==> config.mk <==
export PLATFORM = sky130hd
export DESIGN_NAME = fifo_queue_with_edit
export DESIGN_NICKNAME = d
export VERILOG_FILES = /design/src/hw/rtl/fqe_pkg.sv /design/src/hw/rtl/fifo_queue_with_edit.sv
export SDC_FILE = /design/constraint.sdc
export NUM_CORES = 1
export LEC_CHECK = 0
export BUFFER_PORTS_ARGS = -buffer_cell sky130_fd_sc_hd__buf_2
export CAP_MARGIN = 20
export CELL_PAD_IN_SITES_DETAIL_PLACEMENT = 1
export CELL_PAD_IN_SITES_GLOBAL_PLACEMENT = 2
export CORE_MARGIN = 3
export CORE_UTILIZATION = 40
export DETAILED_ROUTE_END_ITERATION = 7
export GPL_ROUTABILITY_DRIVEN = 0
export PLACE_DENSITY_LB_ADDON = 0.08
export SETUP_SLACK_MARGIN = 0.02
export SKIP_CTS_REPAIR_TIMING = 1
export SLEW_MARGIN = 10
export SYNTH_ARGS = -nofsm -noshare
export SYNTH_HDL_FRONTEND = slang
export SYNTH_SLANG_ARGS = --single-unit
export TNS_END_PERCENT = 20
==> constraint.sdc <==
create_clock -name i_clk -period 3.4 [get_ports i_clk]
set_input_delay 0.68 -clock i_clk [delete_from_list [all_inputs] [get_ports i_clk]]
set_output_delay 0.68 -clock i_clk [all_outputs]
set_load 0.03 [all_outputs]
==> src/hw/rtl/fqe_pkg.sv <==
// fqe_pkg: command and status codes, widths and defaults for the queue with edit
// no dependencies
`timescale 1ns / 1ps

package fqe_pkg;

    localparam int WORD_W        = 32;
    localparam int CMD_W         = 3;
    localparam int STATUS_W      = 2;
    localparam int DEPTH_DEFAULT = 16;

    typedef logic [CMD_W-1:0]    t_cmd;
    typedef logic [STATUS_W-1:0] t_status;
    typedef logic [WORD_W-1:0]   t_word;

    localparam t_cmd CMD_ENQ   = 3'd0;
    localparam t_cmd CMD_DEQ   = 3'd1;
    localparam t_cmd CMD_PEEK  = 3'd2;
    localparam t_cmd CMD_EDIT  = 3'd3;
    localparam t_cmd CMD_CLEAR = 3'd4;

    localparam t_status ST_OK       = 2'd0;
    localparam t_status ST_EMPTY    = 2'd1;
    localparam t_status ST_FULL     = 2'd2;
    localparam t_status ST_NOTFOUND = 2'd3;

endpackage

==> src/hw/rtl/fifo_queue_with_edit.sv <==
// fifo_queue_with_edit: ring-buffer queue of 32-bit words with in-place edit
// depends on fqe_pkg
//
// channel   direction  tdata                            tuser
// s_axis    in         [31:0] value, [63:32] replacement [2:0] cmd
// m_axis    out        [31:0] data                      [1:0] status, [2] is_empty
//
// enqueue, clear and unknown commands, as well as any dequeue, peek or edit on
// an empty queue, load their result into the output register on acceptance
// dequeue and peek pass through S_READ for the registered read of the word store
// edit scans k entries from the head, k between 1 and the fill count,
// one entry per cycle through the single read port of the store
// reset clears state, pointers, fill count and output valid; the store itself is not cleared
// a finished result waits in the output register; a new item is taken when
// no item is in progress and that register is empty or being drained
`timescale 1ns / 1ps

module fifo_queue_with_edit #(
    parameter int DEPTH = fqe_pkg::DEPTH_DEFAULT
) (
    input  logic                           i_clk,
    input  logic                           i_rst_n,
    input  logic                           i_s_axis_tvalid,
    output logic                           o_s_axis_tready,
    input  logic [2*fqe_pkg::WORD_W-1:0]   i_s_axis_tdata,  // value, replacement
    input  logic [fqe_pkg::CMD_W-1:0]      i_s_axis_tuser,  // cmd
    output logic                           o_m_axis_tvalid,
    input  logic                           i_m_axis_tready,
    output logic [fqe_pkg::WORD_W-1:0]     o_m_axis_tdata,  // data
    output logic [fqe_pkg::STATUS_W:0]     o_m_axis_tuser   // status, is_empty
);
    import fqe_pkg::*;

    localparam int AW = (DEPTH > 1) ? $clog2(DEPTH) : 1;
    localparam int CW = $clog2(DEPTH + 1);

    localparam logic [1:0] S_IDLE = 2'd0;
    localparam logic [1:0] S_READ = 2'd1;
    localparam logic [1:0] S_EDIT = 2'd2;

    function automatic logic [AW-1:0] wrap_next(input logic [AW-1:0] idx);
        return (idx == AW'(DEPTH - 1)) ? '0 : idx + 1'b1;
    endfunction

    logic [1:0]    r_state,  n_state;
    logic [AW-1:0] r_head,   n_head;
    logic [AW-1:0] r_tail,   n_tail;
    logic [CW-1:0] r_count,  n_count;
    logic [AW-1:0] r_idx,    n_idx;
    logic [CW-1:0] r_left,   n_left;
    logic          r_is_deq, n_is_deq;
    t_word         r_value,  n_value;
    t_word         r_repl,   n_repl;

    logic          r_out_valid;
    t_word         r_out_data,   n_out_data;
    t_status       r_out_status, n_out_status;
    logic          r_out_empty;
    logic          out_load;

    t_word         r_mem [DEPTH];
    t_word         r_rd_data;
    logic          mem_we;
    logic [AW-1:0] mem_waddr;
    t_word         mem_wdata;
    logic [AW-1:0] mem_raddr;

    logic          accept;
    t_cmd          in_cmd;

    assign in_cmd          = i_s_axis_tuser;
    assign o_s_axis_tready = (r_state == S_IDLE) && (!r_out_valid || i_m_axis_tready);
    assign accept          = i_s_axis_tvalid && o_s_axis_tready;

    assign o_m_axis_tvalid = r_out_valid;
    assign o_m_axis_tdata  = r_out_data;
    assign o_m_axis_tuser  = {r_out_empty, r_out_status};

    always_ff @(posedge i_clk) begin
        if (mem_we) begin
            r_mem[mem_waddr] <= mem_wdata;
        end
        r_rd_data <= r_mem[mem_raddr];
    end

    always_comb begin
        n_state      = r_state;
        n_head       = r_head;
        n_tail       = r_tail;
        n_count      = r_count;
        n_idx        = r_idx;
        n_left       = r_left;
        n_is_deq     = r_is_deq;
        n_value      = r_value;
        n_repl       = r_repl;
        n_out_data   = '0;
        n_out_status = ST_OK;
        out_load     = 1'b0;
        mem_we       = 1'b0;
        mem_waddr    = r_tail;
        mem_wdata    = i_s_axis_tdata[WORD_W-1:0];
        mem_raddr    = r_head;

        case (r_state)
            S_IDLE: begin
                if (accept) begin
                    n_value = i_s_axis_tdata[WORD_W-1:0];
                    n_repl  = i_s_axis_tdata[2*WORD_W-1:WORD_W];
                    case (in_cmd)
                        CMD_ENQ: begin
                            out_load = 1'b1;
                            if (r_count == CW'(DEPTH)) begin
                                n_out_status = ST_FULL;
                            end else begin
                                mem_we  = 1'b1;
                                n_tail  = wrap_next(r_tail);
                                n_count = r_count + 1'b1;
                            end
                        end
                        CMD_DEQ, CMD_PEEK: begin
                            if (r_count == '0) begin
                                out_load     = 1'b1;
                                n_out_status = ST_EMPTY;
                            end else begin
                                n_is_deq = (in_cmd == CMD_DEQ);
                                n_state  = S_READ;
                            end
                        end
                        CMD_EDIT: begin
                            if (r_count == '0) begin
                                out_load     = 1'b1;
                                n_out_status = ST_EMPTY;
                            end else begin
                                n_idx   = r_head;
                                n_left  = r_count;
                                n_state = S_EDIT;
                            end
                        end
                        CMD_CLEAR: begin
                            out_load = 1'b1;
                            n_head   = '0;
                            n_tail   = '0;
                            n_count  = '0;
                        end
                        default: begin
                            out_load = 1'b1;
                        end
                    endcase
                end
            end
            S_READ: begin
                out_load   = 1'b1;
                n_out_data = r_rd_data;
                n_state    = S_IDLE;
                if (r_is_deq) begin
                    n_head  = wrap_next(r_head);
                    n_count = r_count - 1'b1;
                end
            end
            S_EDIT: begin
                if (r_rd_data == r_value) begin
                    mem_we    = 1'b1;
                    mem_waddr = r_idx;
                    mem_wdata = r_repl;
                    out_load  = 1'b1;
                    n_state   = S_IDLE;
                end else if (r_left == CW'(1)) begin
                    out_load     = 1'b1;
                    n_out_status = ST_NOTFOUND;
                    n_state      = S_IDLE;
                end else begin
                    n_idx     = wrap_next(r_idx);
                    mem_raddr = wrap_next(r_idx);
                    n_left    = r_left - 1'b1;
                end
            end
            default: begin
                n_state = S_IDLE;
            end
        endcase
    end

    always_ff @(posedge i_clk) begin
        if (!i_rst_n) begin
            r_state     <= S_IDLE;
            r_head      <= '0;
            r_tail      <= '0;
            r_count     <= '0;
            r_out_valid <= 1'b0;
        end else begin
            r_state <= n_state;
            r_head  <= n_head;
            r_tail  <= n_tail;
            r_count <= n_count;
            if (out_load) begin
                r_out_valid <= 1'b1;
            end else if (i_m_axis_tready) begin
                r_out_valid <= 1'b0;
            end
        end
    end

    always_ff @(posedge i_clk) begin
        r_idx    <= n_idx;
        r_left   <= n_left;
        r_is_deq <= n_is_deq;
        r_value  <= n_value;
        r_repl   <= n_repl;
        if (out_load) begin
            r_out_data   <= n_out_data;
            r_out_status <= n_out_status;
            r_out_empty  <= (n_count == '0);
        end
    end

endmodule

After elaboration in Yosys (flattened, before gate mapping)
Memories as Yosys holds them, arrays and structs flattened. A register that Yosys moved wholly into a read port is not among the register bits.
Index checks and enable logic that the tools add are counted.
- input bits: 71
- memory bits (writable): 512
- bits in registers: 125
- memories: 1
- logic and storage cells: 127
- output and inout port bits: 37
- memory list (name ; words ; width ; read ports ; clocked after Yosys merged registers in ; write ports ; line ; text):
    r_mem ; 16 ; 32 ; 1 ; 1 ; 1 ; fifo_queue_with_edit.sv:61 ; t_word r_mem [DEPTH];
- muxes and demuxes: 62
- reduce and logical (&&, ||, !) cells: 20
- equality and inequality tests: 24
- add/sub/neg operators: 6
- bitwise gates (word level): 1
- operators with widths (operator ; number):
    $mux 4 ; 17
    $mux 32 ; 2
    $mux 5 ; 8
    $eq 32x32->1 ; 1
    $pmux 5 s2 ; 3
    $pmux 4 s2 ; 3
    $mux 2 ; 9
    $pmux 2 s2 ; 4
    $mux 1 ; 14
    $add 4x1->4 const B ; 3
    $eq 4x4->1 const B ; 3
    $ne 2x2->1 const B ; 6
    $reduce_and 4->1 ; 3
    $logic_not 5->1 ; 2
    $sub 5x1->5 const B ; 2
    $ne 3x3->1 const B ; 3
    $reduce_bool 2->1 ; 4
    $eq 3x2->1 const B ; 2
    $reduce_and 6->1 ; 1
    $add 5x1->5 const B ; 1
    $eq 5x1->1 const B ; 1
    $eq 5x5->1 const B ; 1
    $reduce_and 5->1 ; 1
    $ne 2x1->1 const B ; 2
    16 further kinds ; 17

Depth between registers and ports, before layout
Gate-level depths: netlist of the first run.
- word-level depth: 8
- mapped depth: 12
- gate-level depth less buffers: 10

Least setup slack after synthesis of the first run
Ideal clock, no wire load.
- path type: register to register
- start: register r_value[12]
- end: memory r_mem[13][0] (netlist bit) (enable)
- clock period less this slack: 3.679 ns
- buffers on the path: 1
- cell stages (with the launch flop): 9
- data required time: 2.979 ns
- setup slack: -0.279 ns
- library setup time: 0.421 ns
- arrival time: 3.258 ns
- path through: edfxtp_1 xor2_1 nor4_2 and4_1 nand2_2 nor2_1 clkbuf_1 a31oi_1 nor2_1
- word-level cells in the longest chain between the ends: 5
- elaborated cells between the ends (all ways): 7
- classes of those cells: eq/ne (1); mux (6)
- ends and longest elaborated chain (item ; line ; text):
    start, declared ; fifo_queue_with_edit.sv:52 ; t_word r_value, n_value;
    start signal, assigned ; fifo_queue_with_edit.sv:207 ; r_value <= n_value;
    $eq 32x32->1 (*) ; fifo_queue_with_edit.sv:161 ; if (r_rd_data == r_value) begin
    $mux 1 ; fifo_queue_with_edit.sv:161 ;
    $pmux 1 s2 ; fifo_queue_with_edit.sv:104 ; case (r_state)
    $mux 1 ; fifo_queue_with_edit.sv:80 ; if (mem_we) begin
    $mux 1 (implied by the code) ; fifo_queue_with_edit.sv:81 ; r_mem[mem_waddr] <= mem_wdata;
    end, declared ; fifo_queue_with_edit.sv:61 ;
Mark *: on every way between the ends. The rest lies on a longest branch, timed or not.

Worst setup path in the final report of the first run
- start: register r_value[4]
- end: register r_rd_data[3], read port of r_mem
- word-level cells in the longest chain between the ends: 3
- ends and longest elaborated chain (item ; line ; text):
    $eq 32x32->1 ; fifo_queue_with_edit.sv:161 ;
    $mux 4 ; fifo_queue_with_edit.sv:161 ;
    $mux 4 ; fifo_queue_with_edit.sv:104 ;
    end, declared ; fifo_queue_with_edit.sv:62 ; t_word r_rd_data;
No other way between the ends.
A chain may end at the register's enable or synchronous reset.

==> results.txt, run 1 <==
Clock transition at path regs: 0.06 ns
synthesized area: 26,000 um2
Synth area leaders: edfxtp_1, mux2i_1, dfxtp_1
Setup CP Type: register to register
CP max stage cell: or4_1
synthesis-stage register bit count: 669
Least-Margin Pin Slew: 0.934 ns
Synth async-reset ratio: 0
pin count of the biggest net entering global routing: 67
Layout area overhead: 25.3%
register area: 19,600 um2
vias post-DR: 14.9k
Ports: 108
post-synthesis cell type count: 58
CP Launch Point: r_value[4]
worst-case vdd ir drop: 0.510 mV
hold path depth: 1
chip width: 261 um
power per standard cell area: 543 nW/um2
Hold/Removal Path Class: primary input to register
Yosys top cell area share: 0.718
IO Port Bufs: 107
vias per inst: 5.38
crit-path most repeated cell: buf_4
vias in the first global route: 15.6k
most frequent cells in the layout: edfxtp_1, mux2i_1, o22ai_1, nand2_1, buf_2
hold_sp: i_s_axis_tdata[46]
cell family with most CP delay: simple AND/OR/NAND/NOR gates
HPWL Detailed: 45.0 mm
CP startpoint kind: register
CTS H-tree depth: 3
number of nets in the layout: 1,946
drt drc: 0
slew margin rel.: 0.375
status: complete, no violations
clock period minus worst slack: 3.36 ns
worst reg-to-reg path cell count: 12
# fillers: 5,982
clock skew: 0.0228 ns
max incr delay on CP: 0.52 ns
core area: 63,700 um2
Die H: 261 um
Post-Route WL: 75.0 mm
Total Routing Usage GR: 0.220
r2r endpoint: r_rd_data[3]
area leader, netlist: edfxtp_1
final hold vios: 0
CP bufs+invs: 4
largest buffer count on any clock path: 3
# setup viols final: 0
sequential-to-total area share from yosys stat: 0.755
Mean Syn Cell Area: 16.5 um2
CP Capture Type: register
Util after Layout: 0.511
initial antenna violation count: 1
maxcap violations: 0
clk_lat worst skew: 0.62 ns
Cells after Synth: 1,570
share of post-route cells with drive strength above 1: 0.243
total number of yosys warnings: 0
first-pass GRT wire length: 107 mm
drt pass-1 iters: 5
number of flops mapped to enable cells by yosys: 621
TritonCTS Sinks: 669
Hold Path Sink: r_repl[14]
total congestion overflow: 0
CTS tree: built
leakage power: 10.8 nW
pins over their slew limit: 0
Worst EP required: 3.87 ns
crit path DAT: 3.83 ns
mean routed wirelength per cell: 27.1 um
Num CTS Buffers: 74
1st-iter DRT viols: 1,173
Net Count, Synth: 1,648
Worst R2R Start: r_value[4]
internal reg-to-reg setup slack: 0.04 ns
RSZ-0062 raised after global routing: yes
period utilisation layout: 0.988
Synth Flop Type: edfxtp_1
Starting Density: 0.408
most common cell after layout, fill and taps aside: edfxtp_1
setup_tns: 0 ns
multi-input logic area: 6250 um2
row cnt: 92
Max Clk Rate: 298 MHz
crit-path cells: xor2_2 > nor4_4 > nand4_1 > buf_4 > o21ai_4 > a22o_4 > buf_12 > buf_16 > buf_4 > mux2i_1 > o22ai_1 > or4_1
CP Max Fanout: 6
clock root cell: clkbuf_16
Antenna Nets Post-Route: 0
die area: 68,000 um2
[per-layer routing]
metal | track usage | vias up | routed length, um
met5 | 0 | - | 0
li1 | - | 6748 | -
met2 | 0.368 | 330 | 36500
met4 | 0.0565 | 0 | 1640
met1 | 0.302 | 7760 | 33900
met3 | 0.0322 | 95 | 3030
[stage by stage]
step,setup WS [ns],power [W],hold WS (ns),area (um2),cells
3_5_place_dp,-0.169,0.00997,0.544,29700,2614
2_1_floorplan,-0.279,0.00960,0.490,26000,1570
5_1_grt,-0.0618,0.0182,0.198,32600,2773
3_3_place_gp,-0.306,0.00996,0.548,29700,2614
6_report,0.0410,0.0177,0.234,32600,2774
4_1_cts,-0.215,0.0178,0.194,32100,2749
[cells in the mapped netlist, types with 2 or more instances]
master	number
xor2_1	35
and2_1	36
nor3b_1	5
nor3_1	15
edfxtp_1	621
clkbuf_1	43
a22o_1	2
or4_1	33
nor2_1	46
nand4_1	4
o21ai_0	22
buf_6	17
buf_2	12
ha_1	7
inv_1	9
and4_1	2
o22ai_1	129
a31oi_1	11
nor4_2	8
nand2b_1	3
a21o_1	2
nor2b_1	5
xnor2_1	4
a22oi_1	2
nand2_1	125
nor4b_1	3
nor4_1	3
and3_1	3
or3_1	2
o221ai_1	2
a21oi_1	19
nand3_1	7
buf_4	5
mux2i_1	257
dfxtp_1	48
[worst max path at each step]
stage / to / slack [ns] / depth (start not counted)
2_1_floorplan: r_mem[13][0] / -0.28 / 8
3_3_place_gp: r_mem[15][18] / -0.31 / 10
3_5_place_dp: r_mem[15][15] / -0.17 / 10
4_1_cts: r_mem[15][22] / -0.22 / 10
5_1_grt: r_rd_data[3] / -0.06 / 14
6_report: r_rd_data[3] / 0.04 / 12
[registers in the layout, indices dropped and copies added, names as in the netlist, 2 cells and up]
register / count
r_value: 32
r_repl: 32
o_m_axis_tdata: 32
r_count: 5
r_out_status: 2
r_state: 2
r_rd_data: 32
r_idx: 4
r_mem: 512
r_head: 4
r_tail: 4
r_left: 5
[area by class of cell]
class	instances	share of cell area
timing repair buffer	300	0.0987
inverter	11	0.00135
multi-input combinational	812	0.192
antenna	1	0.0000769
clock inverter	32	0.00999
clock buffer	103	0.0631
tap	846	0.0325
sequential	669	0.602
[where the power goes]
group | switching (W) | internal (W) | leakage (nW)
clock | 0.00330 | 0.00457 | 1.16
combinational | 0.000414 | 0.000233 | 3.56
sequential | 0.0000503 | 0.00911 | 6.07
total | 0.00377 | 0.0139 | 10.8
[cell families after synthesis]
kind of cell | after synthesis | synth area share
and+or+nand+nor | 307 | 0.0613
buffers and inverters | 89 | 0.0191
muxes | 258 | 0.0995
DFF | 669 | 0.755
adders and majority gates | 7 | 0.00337
xor gates and xnor gates | 39 | 0.0131
AOI/OAI and AO/OA | 201 | 0.0487
Note: power is estimated with default switching activity, not from simulation.
==> run 2, diff against run 1 <==
- SETUP_SLACK_MARGIN: 0.02 -> 0.5
==> run 2 against run 1 <==
Effect of this change: sequential power is essentially flat; core utilization grew 0.13 points; clock skew grew 0.0035 ns; via count grew 0.82%; register-to-register slack gained 0.14 ns; maximum frequency grew 4.3%; sequential share of layout area shrank 0.15 points; clock power is essentially flat; flip-flop and latch count is the same; critical path depth shrank 2; count of clock-buffer cells in the layout grew 1; critical endpoint is now r_rd_data[20]; highest routed layer unchanged.
==> results.txt, run 2 (synthesized netlist as in run 1, its figures left out) <==
status: complete, no violations (unchanged)
1st-iter DRT viols: 1,221 (was 1,173)
Worst EP required: 3.87 ns (about the same)
internal reg-to-reg setup slack: 0.18 ns (was 0.04 ns)
vias in the first global route: 15.5k (was 15.6k)
multi-input logic area: 6280 um2 (was 6250 um2)
TritonCTS Sinks: 669 (unchanged)
drt pass-1 iters: 6 (was 5)
Net Sw Frac: 0.210 (was 0.213)
# setup viols final: 0 (unchanged)
crit path DAT: 3.69 ns (was 3.83 ns)
HPWL Detailed: 46.1 mm (was 45.0 mm)
Starting Density: 0.408 (unchanged)
worst-case vdd ir drop: 0.437 mV (was 0.510 mV)
setup_tns: 0 ns (unchanged)
CTS H-tree depth: 3 (unchanged)
clock root cell: clkbuf_16 (unchanged)
Flop pwr share: 0.518 (about the same)
Reg with most FFs: r_mem (unchanged)
clock skew: 0.0264 ns (was 0.0228 ns)
# fillers: 5,977 (was 5,982)
CP Max Fanout: 14 (was 6)
leakage power: 10.8 nW (about the same)
initial antenna violation count: 4 (was 1)
share of post-route cells with drive strength above 1: 0.249 (was 0.243)
NetSw: 0.00371 W (was 0.00377 W)
most frequent cells in the layout: edfxtp_1, mux2i_1, o22ai_1, nand2_1, buf_2 (unchanged)
CP startpoint kind: register (unchanged)
RSZ-0062 raised after global routing: yes (unchanged)
Max Clk Rate: 311 MHz (was 298 MHz)
Total Routing Usage GR: 0.222 (was 0.220)
IO Port Bufs: 107 (unchanged)
chip width: 261 um (unchanged)
period utilisation layout: 0.947 (was 0.988)
core area: 63,700 um2 (unchanged)
max reg flops: 512 (unchanged)
final worst setup slack: 0.181 ns (was 0.0410 ns)
maxcap violations: 0 (unchanged)
vias post-DR: 15.1k (was 14.9k)
Layout area overhead: 25.7% (was 25.3%)
pin count of the biggest net entering global routing: 35 (was 67)
register area: 19,600 um2 (about the same)
drt drc: 0 (unchanged)
Num CTS Buffers: 74 (unchanged)
Ports: 108 (unchanged)
Clock transition at path regs: 0.06 ns (about the same)
pins over their slew limit: 0 (unchanged)
slew margin rel.: 0.601 (was 0.375)
Antenna Nets Post-Route: 0 (unchanged)
clk_lat worst skew: 0.62 ns (about the same)
Util after Layout: 0.513 (was 0.511)
Design Power: 0.0177 W (about the same)
largest buffer count on any clock path: 3 (unchanged)
worst slack at placement: -0.346 ns (was -0.169 ns)
Clock Power Share: 0.445 (about the same)
number of nets in the layout: 1,946 (unchanged)
first-pass GRT wire length: 108 mm (was 107 mm)
die area: 68,000 um2 (unchanged)
Pint: 0.0140 W (was 0.0139 W)
final hold vios: 0 (unchanged)
Setup CP Type: register to register (unchanged)
mean routed wirelength per cell: 27.5 um (was 27.1 um)
Least-Margin Pin Slew: 0.598 ns (was 0.934 ns)
Post-Route WL: 76.4 mm (was 75.0 mm)
CTS tree: built (unchanged)
total congestion overflow: 0 (unchanged)
clock period minus worst slack: 3.22 ns (was 3.36 ns)
power per standard cell area: 542 nW/um2 (was 543 nW/um2)
Die H: 261 um (unchanged)
vias per inst: 5.43 (was 5.38)
number of diodes: 0 (was 1)
Hold/Removal Path Class: primary input to register (unchanged)
CP Capture Type: register (unchanged)
row cnt: 92 (unchanged)
most common cell after layout, fill and taps aside: edfxtp_1 (unchanged)
Comb power frac: 0.037 (about the same)
[run 2: cell types whose count changed in the layout (fill, tap and decap cells not counted), sizes merged]
cell,previous run,this run
clkinv,23,24
inv,14,13
diode,1,0
clkinvlp,2,0
clkbuf,108,109
[run 2: layout make-up]
class | count | area share
Sequential cell | 669 | 0.601
Clock inverter | 30 | 0.00905
Tap cell | 846 | 0.0324
Multi-Input combinational cell | 812 | 0.192
Inverter | 11 | 0.00134
Clock buffer | 104 | 0.0642
Timing Repair Buffer | 300 | 0.0997
[run 2: metal layers]
metal  wire (um)  share of wire  track usage  vias up
met5           0              0            0        -
met4        2020          0.026       0.0672        0
met3        3450          0.045       0.0314      116
met2       36100           0.47        0.356      354
met1       34800           0.46        0.315     7869
li1            -              -            -     6717
[run 2: power groups by stage]
stage                     logic, W  registers, W  clock network [W]
after floorplan           0.000220       0.00938                  0
after global placement    0.000624       0.00933                  0
after detailed placement  0.000639       0.00933                  0
after CTS                 0.000642       0.00916            0.00806
after global routing      0.000697       0.00917            0.00839
final                     0.000650       0.00916            0.00787
[run 2: stage by stage]
| stage | instance area (um2) | instances | hold WS (ns) |
|---|---|---|---|
| after floorplan | 26000 | 1570 | 0.490 |
| after global placement | 29700 | 2611 | 0.544 |
| after detailed placement | 29700 | 2611 | 0.546 |
| after CTS | 32100 | 2745 | 0.196 |
| after global routing | 32600 | 2772 | 0.212 |
| final | 32600 | 2772 | 0.239 |
[run 2: worst paths after layout]
check,startpoint,cells after the start,endpoint
min,i_s_axis_tdata[44],1,r_repl[12]
max,r_value[26],10,r_rd_data[20]
min reg2reg,r_rd_data[3],1,o_m_axis_tdata[3]
max reg2reg,r_value[26],10,r_rd_data[20]
[run 2: worst max-delay path, stage by stage (launching register included)]
cell      delay [ns]
edfxtp_1        0.45
xor2_1          0.27
nor4_2          0.41
nand4_1         0.22
o21ai_4         0.24
a22o_4          0.24
buf_12          0.18
buf_12          0.18
mux2i_1         0.22
o22ai_1         0.10
or4_1           0.54
